[src/hdl/fpha_pkg.sv]
// Shared constants, types and helpers for the flame point histogram accumulator.
`timescale 1ns / 1ps
package fpha_pkg;

    localparam int RASTER_WIDTH  = 1024;
    localparam int RASTER_HEIGHT = 1024;
    localparam int GROUP_SIZE    = 8;
    localparam int THREAD_COUNT  = 12;

    localparam int XW         = $clog2(RASTER_WIDTH);
    localparam int YW         = $clog2(RASTER_HEIGHT);
    localparam int CELL_W     = XW + YW;
    localparam int CELL_COUNT = RASTER_WIDTH * RASTER_HEIGHT;
    localparam int GIDX_W     = (GROUP_SIZE > 1) ? $clog2(GROUP_SIZE) : 1;
    localparam int FILL_W     = $clog2(GROUP_SIZE + 1);
    localparam int TIDX_W     = (THREAD_COUNT > 1) ? $clog2(THREAD_COUNT) : 1;
    localparam int FRAC_BITS  = 40;

    localparam logic [4:0] WARMUP_LIMIT = 5'd20;
    localparam logic [4:0] WARMUP_MAX   = 5'd21;

    localparam logic       OP_PLOT = 1'b0;
    localparam logic       OP_READ = 1'b1;
    localparam logic       KIND_GROUP = 1'b0;
    localparam logic       KIND_READ  = 1'b1;

    localparam logic [1:0] REG_X_OFFSET = 2'd0;
    localparam logic [1:0] REG_Y_OFFSET = 2'd1;
    localparam logic [1:0] REG_X_SCALE  = 2'd2;
    localparam logic [1:0] REG_Y_SCALE  = 2'd3;
    localparam logic [31:0] SCALE_RESET = 32'd33554432;

    localparam int RGB_W = 128;

    // Word handed from front to back.
    typedef struct packed {
        logic              is_read;
        logic              read_ok;    // read index inside raster
        logic              group_end;  // flush group after buffering this point
        logic              point_ok;   // point inside raster
        logic [CELL_W-1:0] cell_addr;
        logic [63:0]       color;
        logic              bad;
        logic [3:0]        thread;
    } work_t;

    function automatic logic [31:0] sat_add(input logic [31:0] a, input logic [15:0] b);
        logic [32:0] s;
        s = {1'b0, a} + {17'd0, b};
        return s[32] ? 32'hFFFF_FFFF : s[31:0];
    endfunction

    function automatic logic [31:0] sat_inc(input logic [31:0] a);
        return (a == 32'hFFFF_FFFF) ? a : a + 32'd1;
    endfunction

endpackage

[src/hdl/fpha_fifo.sv]
// Short queue between the front and back parts.
`timescale 1ns / 1ps
module fpha_fifo import fpha_pkg::*; (
    input  logic  clk,
    input  logic  rst_n,
    input  logic  wr_valid,
    output logic  wr_ready,
    input  work_t wr_word,
    output logic  rd_valid,
    input  logic  rd_ready,
    output work_t rd_word
);
    localparam int DEPTH = 4;
    work_t       slot_reg [DEPTH];
    logic [1:0]  wp_reg, rp_reg;
    logic [2:0]  cnt_reg;
    logic        do_wr, do_rd;

    assign wr_ready = (cnt_reg != 3'(DEPTH));
    assign rd_valid = (cnt_reg != 3'd0);
    assign rd_word  = slot_reg[rp_reg];
    assign do_wr    = wr_valid && wr_ready;
    assign do_rd    = rd_valid && rd_ready;

    always_ff @(posedge clk)
    begin
        if (do_wr)
        begin
            slot_reg[wp_reg] <= wr_word;
        end
    end

    always_ff @(posedge clk or negedge rst_n)
    begin
        if (!rst_n)
        begin
            wp_reg  <= '0;
            rp_reg  <= '0;
            cnt_reg <= '0;
        end
        else
        begin
            if (do_wr) wp_reg <= wp_reg + 2'd1;
            if (do_rd) rp_reg <= rp_reg + 2'd1;
            cnt_reg <= cnt_reg + 3'(do_wr) - 3'(do_rd);
        end
    end
endmodule

[config.mk]
export PLATFORM = sky130hd
export DESIGN_NAME = fpha_fifo
export DESIGN_NICKNAME = d
export VERILOG_FILES = /design/src/hdl/fpha_pkg.sv /design/src/hdl/fpha_fifo.sv
export SDC_FILE = /design/constraint.sdc
export NUM_CORES = 1
export LEC_CHECK = 0
export BUFFER_PORTS_ARGS = -buffer_cell sky130_fd_sc_hd__clkbuf_2
export CORE_MARGIN = 3
export CORE_UTILIZATION = 53
export CTS_BUF_LIST = sky130_fd_sc_hd__clkbuf_8
export DETAILED_ROUTE_END_ITERATION = 10
export GPL_ROUTABILITY_DRIVEN = 1
export PLACE_DENSITY = 0.77
export SYNTH_ARGS = -nofsm -noshare
export SYNTH_HDL_FRONTEND = slang
export SYNTH_SLANG_ARGS = --single-unit
[constraint.sdc]
create_clock -name clk -period 3.14 [get_ports clk]
set_input_delay 0.314 -clock clk [delete_from_list [all_inputs] [get_ports clk]]
set_output_delay 0.314 -clock clk [all_outputs]
set_load 0.005 [all_outputs]
* Yosys cells after proc, flatten, opt, wreduce, memory -nomap -nowiden
Memory sizes are Yosys's and may differ from the RTL's. Cells that the tools add are included.
Word-level totals: memory bits (writable) 372, memories kept 1, word-level logic and storage cells 14, register bits after elaboration 7, bits of input ports 97
Memories:
- slot_reg | words 4, bits a word 93, read ports 1, clocked after Yosys merged registers in 0, wr ports 1, line fpha_fifo.sv:14 | work_t slot_reg [DEPTH];
Operators by class: add/sub/neg operators 4, muxes and demuxes 2, reduce and logical (&&, ||, !) cells 3, equal/unequal tests 1
Operators with widths (count):
- $add A2 B1 Y2 const B | 2
- $add A3 B1 Y3 | 1
- $ne A3 B3 Y1 const B | 1
- $reduce_bool A3 Y1 | 1
- $sub A3 B1 Y3 | 1
- $logic_and A1 B1 Y1 | 2
- $mux W1 | 2

* Logic depth before layout (Yosys ltp)
Gate-level depths: netlist of run 1.
word-level depth 4, gate-level depth with buffers 9

* Least setup slack after synthesis of run 1
OpenSTA, ideal clock, no wires.
kind flip-flop to flip-flop, from register cnt_reg[2], to memory slot_reg[0][0] (netlist name), enable pin, arrival 2.902 ns, path slack -0.225 ns, path buffers 0, setup time 0.463 ns, stages on the path, launching flop included 3, data required time 2.677 ns, path through dfrtp_1 nor3b_1 and3b_1
Between the ends: word-level cells in the longest chain between the ends 4
RTL lines:
- start, declared | line fpha_fifo.sv:16 | logic [2:0] cnt_reg;
- start signal, assigned | line fpha_fifo.sv:45 | cnt_reg <= cnt_reg + 3'(do_wr) - 3'(do_rd);
- $ne A3 B3 Y1 | line fpha_fifo.sv:19 | assign wr_ready = (cnt_reg != 3'(DEPTH));
- $logic_and A1 B1 Y1 | line fpha_fifo.sv:22 | assign do_wr = wr_valid && wr_ready;
- $mux W1 | line fpha_fifo.sv:27 | if (do_wr)
- $mux W1 (not written as such) | line fpha_fifo.sv:29 | slot_reg[wp_reg] <= wr_word;
- end, declared | line fpha_fifo.sv:14
Every way passes these cells.

==> results.sh, run 1 <==
export IMPL_route_vias_total=6718
export IMPL_path_clk_slew_ns=0.06
export IMPL_crit_path_category="reg2out"
export IMPL_post_synth_top_count_cell="sky130_fd_sc_hd__edfxtp_1"
export IMPL_grt_busiest_layer="met2"
export IMPL_die_x_um=168
export IMPL_netlist_top_cells_area="sky130_fd_sc_hd__edfxtp_1 (80%), sky130_fd_sc_hd__mux4_2 (15%), sky130_fd_sc_hd__dfrtp_1 (1.3%), sky130_fd_sc_hd__buf_12 (0.72%), sky130_fd_sc_hd__ha_1 (0.54%)"
export IMPL_layout_drive_gt1_share_pct=41.5
export IMPL_number_of_synthesized_flops_with_an_enable_pin=372
export IMPL_placed_instances=1041
export IMPL_whs_ns=0.112
export IMPL_hpwlAfterDp_mm=15.4
export IMPL_sequential_element_share_of_the_synthesized_area_pct=81.5
export IMPL_routabilityCongestion=0.828
export IMPL_drt_antenna_violating_nets=0
export IMPL_hp_class="in2reg"
export IMPL_clock_buffers_created_by_tritoncts=56
export IMPL_gr_usage_met2_pct=31.6
export IMPL_cellPowerDensity_nw_per_um2=861
export IMPL_timing_max_transition_violations_final=0
export IMPL_worst_endpoint_arrival_ns=2.30
export IMPL_cts_hold_buffers_added=94
export IMPL_global_route_wire_length_before_repair_mm=41.9
export IMPL_postCtsSetupBuffers=0
export IMPL_final_period_minus_worst_setup_slack_ns=2.61
export IMPL_post_cts_resized=0
export IMPL_max_cap_violations=0
export IMPL_routed_wl_mm=26.4
export IMPL_core_sq_um=25500
export IMPL_multi_input_area_sq_um=2370
export IMPL_first_pass_iters=5
export IMPL_outcome="finished clean"
export IMPL_grt_usage_pct=19.0
export IMPL_register_area_sq_um=11400
export IMPL_dieHeight_um=168
export IMPL_critPathLaunchType="flip-flop"
export IMPL_htreeDepth=2
export IMPL_postSynthAreaPerCell_sq_um=26.4
export IMPL_vdd_ir_drop_max_mv=0.591
export IMPL_n_antenna_cell=0
export IMPL_buffer_ports_inserted=191
export IMPL_worst_r2r_setup_slack_ns=0.78
export IMPL_share_of_synthesized_cell_area_in_and_or_nand_and_nor_gates_pct=0.719
export IMPL_crit_family="flip-flops"
export IMPL_endpoint_kind="primary output"
export IMPL_finalSetupViolations=0
export IMPL_io_pins=192
export IMPL_instances_no_fill=1237
export IMPL_area_growth_pct=24.1
export IMPL_fillers=1529
export IMPL_cts_root_buf="sky130_fd_sc_hd__clkbuf_8"
export IMPL_yosysWarningCount=0
export IMPL_finalHoldViolCount=0
export IMPL_postSynth_topFlopCell="sky130_fd_sc_hd__edfxtp_1"
export IMPL_cts_tree="yes"
export IMPL_synth_compound_area_share_pct=0.234
export IMPL_yosysTopAreaCellShare_pct=80.2
export IMPL_fin_crit_sh_pct=83.3
export IMPL_critical_path_max_fanout=43
export IMPL_flip_flop_count_of_the_largest_register_all_copies_and_words_added=372
export IMPL_globalRoute_totalOverflow=0
export IMPL_synth_top_family_by_area="multiplexers"
export IMPL_worstPathCellList="buf_12 -> mux4_2 -> clkbuf_2"
export IMPL_detailedRoute_firstIterationViolations=577
export IMPL_initial_antenna_violation_count=0
export IMPL_synth_commonest_cells="sky130_fd_sc_hd__edfxtp_1 (372), sky130_fd_sc_hd__mux4_2 (93), sky130_fd_sc_hd__buf_2 (7), sky130_fd_sc_hd__dfrtp_1 (7)"
export IMPL_via_per_inst=5.43
export IMPL_fin_worst_skew_ns=0.0167
export IMPL_yosys_area_share_adder_pct=0.683
export IMPL_syn_instance_count=527
export IMPL_post_layout_net_count=967
export IMPL_tns_ns=0
export IMPL_synth_top_area_cell="sky130_fd_sc_hd__edfxtp_1"
export IMPL_worstMarginPinSlew_ns=0.586
export IMPL_synthXorXnorAreaFrac_pct=0.252
export IMPL_grt_max_degree=56
export IMPL_maxSlewHeadroom_pct=60.9
export IMPL_num_rows=58
export IMPL_synth_net_count=631
export IMPL_timing_fmax_mhz=382
export IMPL_cell_leakage_power_nw=6.09
export IMPL_synth_distinct_cells=24
export IMPL_critPathBufInv=2
export IMPL_route_detailed_drc=0
export IMPL_cp_slowest_stage_delay_ns=0.61
export IMPL_grt_setup_unrepaired="false"
export IMPL_floorplan_die_area_sq_um=28300
export IMPL_clock_insertion_delay_worst_skew_ns=0.56
export IMPL_synthMuxAreaShare_pct=15.0
export IMPL_grtUsageMet1_pct=24.7
export IMPL_groute_layer_met3_usage_pct=5.40
export IMPL_start_util_pct=54.7
export IMPL_clock_tree_buffer_depth=3
export IMPL_syn_cell_area_sq_um=13900
export IMPL_grt_pass1_vias=7558
export IMPL_worst_path_max_delay_cell="sky130_fd_sc_hd__dfrtp_4"
export IMPL_post_route_util_pct=67.9
export IMPL_route_detailed_wl_per_inst_um=21.3
export IMPL_synth_seq_cells=379
export IMPL_worst_ep_required_time_ns=2.83
export IMPL_number_of_clock_sinks=379
export IMPL_synth_async_reset_ratio_pct=1.85
## final cells by class
cell class                 instances  share of cell area [%]
clock buffer                      60                    4.78
clock inverter                    42                    1.19
inverter                           6                   0.130
multi-input combinational        121                    13.7
sequential                       379                    65.7
tap                              330                    2.39
timing repair buffer             299                    12.1
## through the flow
stage,setup WS [ns],cell area (sq um),power (W)
2_1_floorplan,0.827,13900,0.00974
3_3_place_gp,0.953,15300,0.0112
3_5_place_dp,0.838,15300,0.0114
4_1_cts,0.456,17300,0.0151
5_1_grt,0.370,17300,0.0157
6_report,0.525,17300,0.0149
## cells by family after synthesis
kind of cell | Yosys count
AND/OR/NAND/NOR | 13
multiplexers | 93
adder cells (fa/ha/maj) | 7
AO/OA/AOI/OAI | 4
XOR/XNOR | 4
buffers and inverters | 27
flip-flops | 379
## final timing paths
check                            from          end  depth (start not counted)
min in group asynchronous       rst_n    wp_reg[1]                          2
setup reg to reg           cnt_reg[1]   cnt_reg[2]                         10
hold / removal               rd_ready    rp_reg[1]                          3
setup / recovery            rp_reg[0]  rd_word[35]                          3
max in group asynchronous       rst_n    rp_reg[1]                          2
hold reg to reg            cnt_reg[0]   cnt_reg[0]                          1
## power by group
group,switching [W],leakage [nW],internal [W],total (W)
Clock,0.00173,0.600,0.00184,0.00357
Combinational,0.00211,2.00,0.00216,0.00427
Sequential,0.000368,3.49,0.00667,0.00704
## layer usage
| layer | vias to the layer above | part of all wire [%] |
|---|---|---|
| li1 | 2961 | - |
| met1 | 3452 | 39 |
| met2 | 252 | 51 |
| met3 | 53 | 7.6 |
| met4 | 0 | 2.5 |
| met5 | - | 0 |
## worst register-to-register path: stages, from the launching register on
cell and delay (ns):
sky130_fd_sc_hd__dfrtp_1 0.48, sky130_fd_sc_hd__nor3b_1 0.25, sky130_fd_sc_hd__buf_4 0.19, sky130_fd_sc_hd__nand2b_1 0.11, sky130_fd_sc_hd__ha_1 0.24, sky130_fd_sc_hd__inv_1 0.07, sky130_fd_sc_hd__ha_1 0.15, sky130_fd_sc_hd__inv_1 0.06
sky130_fd_sc_hd__fa_1 0.40, sky130_fd_sc_hd__xnor2_1 0.20, sky130_fd_sc_hd__xnor2_1 0.14
## placed cells by master, fill, tap and decap left out, types with 3 or more instances in the layout
master and n:
sky130_fd_sc_hd__mux4_2 93, sky130_fd_sc_hd__clkbuf_8 60, sky130_fd_sc_hd__clkinv_1 11, sky130_fd_sc_hd__clkinv_2 8, sky130_fd_sc_hd__nand2b_1 4, sky130_fd_sc_hd__buf_4 7
sky130_fd_sc_hd__edfxtp_1 372, sky130_fd_sc_hd__ha_1 6, sky130_fd_sc_hd__buf_12 7, sky130_fd_sc_hd__and3b_4 4, sky130_fd_sc_hd__dlygate4sd3_1 94, sky130_fd_sc_hd__inv_1 25
sky130_fd_sc_hd__xnor2_1 3, sky130_fd_sc_hd__dfrtp_1 5, sky130_fd_sc_hd__clkbuf_2 191
Note: power is estimated with default switching activity, not from simulation.
==> inputs of run 2 (changes only) <==
==> constraint.sdc (replaced) <==
create_clock -name clk -period 2.2 [get_ports clk]
set_input_delay 0.22 -clock clk [delete_from_list [all_inputs] [get_ports clk]]
set_output_delay 0.22 -clock clk [all_outputs]
set_load 0.005 [all_outputs]
==> results.sh, run 2 (synthesis gave the netlist of run 1 again) <==
export IMPL_start_util_pct=54.7
export IMPL_grt_busiest_layer="met2"
export IMPL_postLayoutSetupSlackWorst_ns=-0.100
export IMPL_route_detailed_wl_per_inst_um=23.4
export IMPL_worstMarginPinSlew_ns=0.572
export IMPL_cts_root_buf="sky130_fd_sc_hd__clkbuf_8"
export IMPL_floorplan_die_area_sq_um=28300
export IMPL_final_period_minus_worst_setup_slack_ns=2.30
export IMPL_timing_fmax_mhz=435
export IMPL_layout_drive_gt1_share_pct=43.6
export IMPL_htreeDepth=2
export IMPL_clock_tree_buffer_depth=3
export IMPL_path_clk_slew_ns=0.06
export IMPL_final_common_cell="sky130_fd_sc_hd__edfxtp_1"
export IMPL_grt_usage_pct=20.3
export IMPL_clock_insertion_delay_worst_skew_ns=0.58
export IMPL_outcome="complete, but fails checks"
export IMPL_worst_ep_required_time_ns=1.98
export IMPL_maxSlewHeadroom_pct=61.4
export IMPL_grt_pass1_vias=7692
export IMPL_clock_buffers_created_by_tritoncts=58
export IMPL_flip_flop_count_of_the_largest_register_all_copies_and_words_added=372
export IMPL_max_cap_violations=0
export IMPL_hpwlAfterDp_mm=16.8
export IMPL_critical_path_max_fanout=8
export IMPL_hp_class="in2async"
export IMPL_vdd_ir_drop_max_mv=0.786
export IMPL_post_layout_net_count=1003
export IMPL_io_pins=192
export IMPL_die_x_um=168
export IMPL_timing_max_transition_violations_final=0
export IMPL_fin_worst_skew_ns=0.0303
export IMPL_number_of_clock_sinks=379
export IMPL_via_per_inst=5.49
export IMPL_global_route_wire_length_before_repair_mm=44.0
export IMPL_finalHoldViolCount=0
export IMPL_grt_max_degree=34
export IMPL_drt_antenna_violating_nets=0
export IMPL_crit_path_category="reg2out"
export IMPL_fin_crit_sh_pct=105
export IMPL_grt_setup_unrepaired="true"
export IMPL_groute_layer_met3_usage_pct=5.61
export IMPL_area_growth_pct=29.5
export IMPL_core_sq_um=25500
export IMPL_total_power_w=0.0229
export IMPL_fillers=1467
export IMPL_detailedRoute_firstIterationViolations=602
export IMPL_worst_endpoint_arrival_ns=2.08
export IMPL_globalRoute_totalOverflow=0
export IMPL_violations="setup timing"
export IMPL_grtUsageMet1_pct=26.3
export IMPL_critPathLaunchType="flip-flop"
export IMPL_cellPowerDensity_nw_per_um2=1270
export IMPL_cts_tree="yes"
export IMPL_finalSetupViolations=88
export IMPL_routabilityCongestion=0.768
export IMPL_dieHeight_um=168
export IMPL_gr_usage_met2_pct=34.2
export IMPL_initial_antenna_violation_count=2
export IMPL_cell_leakage_power_nw=6.41
export IMPL_routed_wl_mm=29.8
export IMPL_placed_cell_area_sq_um=15600
export IMPL_buffer_ports_inserted=191
export IMPL_stdcell_area_sq_um=18000
export IMPL_route_detailed_drc=0
export IMPL_endpoint_kind="primary output"
export IMPL_route_vias_total=7000
export IMPL_layout_cells_most_common_list="sky130_fd_sc_hd__edfxtp_1 (372), sky130_fd_sc_hd__clkbuf_2 (185), sky130_fd_sc_hd__dlygate4sd3_1 (96)"
export IMPL_num_rows=58
export IMPL_first_pass_iters=6
[run 2: changes by cell type in the layout (fill, tap and decap cells not counted), moves of 6 or more]
cell                        change
sky130_fd_sc_hd__buf_12        +13
sky130_fd_sc_hd__buf_6         +10
sky130_fd_sc_hd__clkinv_1       +9
sky130_fd_sc_hd__clkbuf_16      +7
sky130_fd_sc_hd__buf_16         +6
sky130_fd_sc_hd__clkbuf_2       -6
[run 2: layout make-up]
cell class	instances	area, sq um	area share (%)
flip-flops and latches	379	11400	63.0
repair buffers	333	2810	15.6
multi-input cells	121	2390	13.2
clock buffers	61	840	4.65
well taps	330	413	2.29
clock inverters	44	204	1.13
inverters	6	22.5	0.125
diodes	2	5.00	0.0277
[run 2: layer usage]
layer	part of all wire, %	up-vias
met5	0	-
met2	52	301
met1	38	3587
met3	7.5	63
met4	2.7	0
li1	-	3049
[run 2: path summary, 6_finish.rpt]
| path | end | slack (ns) | cells past startpoint | startpoint |
|---|---|---|---|---|
| worst max-delay path | rd_word[79] | -0.1 | 4 | rp_reg[0] |
| worst min-delay path | cnt_reg[1] | 0.05 | 2 | rst_n |
| worst max register to register | cnt_reg[2] | 0.09 | 8 | cnt_reg[1] |
| worst min register to register | cnt_reg[0] | 0.60 | 1 | cnt_reg[0] |
| max in group asynchronous | rp_reg[1] | 1.96 | 2 | rst_n |
| min in group clk | slot_reg[3][22] | 0.41 | 2 | wr_word[22] |
[run 2: timing repair]
item                                    CTS  global route
gates resized for setup                   8            25
endpoints found under the setup margin   93            94
cloned                                    3             9
buffers inserted                          5             3
endpoints found under the hold margin   381             0
hold buffers                             96             0
[run 2: report_power, final]
part	switching, W	internal (W)	total (W)
registers	0.000458	0.00952	0.00998
logic	0.00357	0.00418	0.00775
clock network	0.00254	0.00267	0.00521
total	0.00657	0.0164	0.0229
[run 2: worst max-delay path, stage by stage (launching register included)]
cell	delay, ns
sky130_fd_sc_hd__dfrtp_4	0.47
sky130_fd_sc_hd__buf_12	0.18
sky130_fd_sc_hd__clkbuf_16	0.16
sky130_fd_sc_hd__mux4_2	0.54
sky130_fd_sc_hd__clkbuf_2	0.14
[run 2: per-stage QoR]
step	instances	setup WS (ns)	util (%)	hold slack [ns]	setup TNS, ns
after global routing	1276	-0.146	70.8	0.0342	-9.54
after CTS	1262	-0.114	69.7	0.00295	-7.50
final	1276	-0.100	70.8	0.0518	-2.91
after floorplan	527	-0.105	-	-0.0756	-39.15
after detailed placement	1053	0.0526	61.2	0.0669	0
after global placement	1053	0.143	61.2	0.0624	0
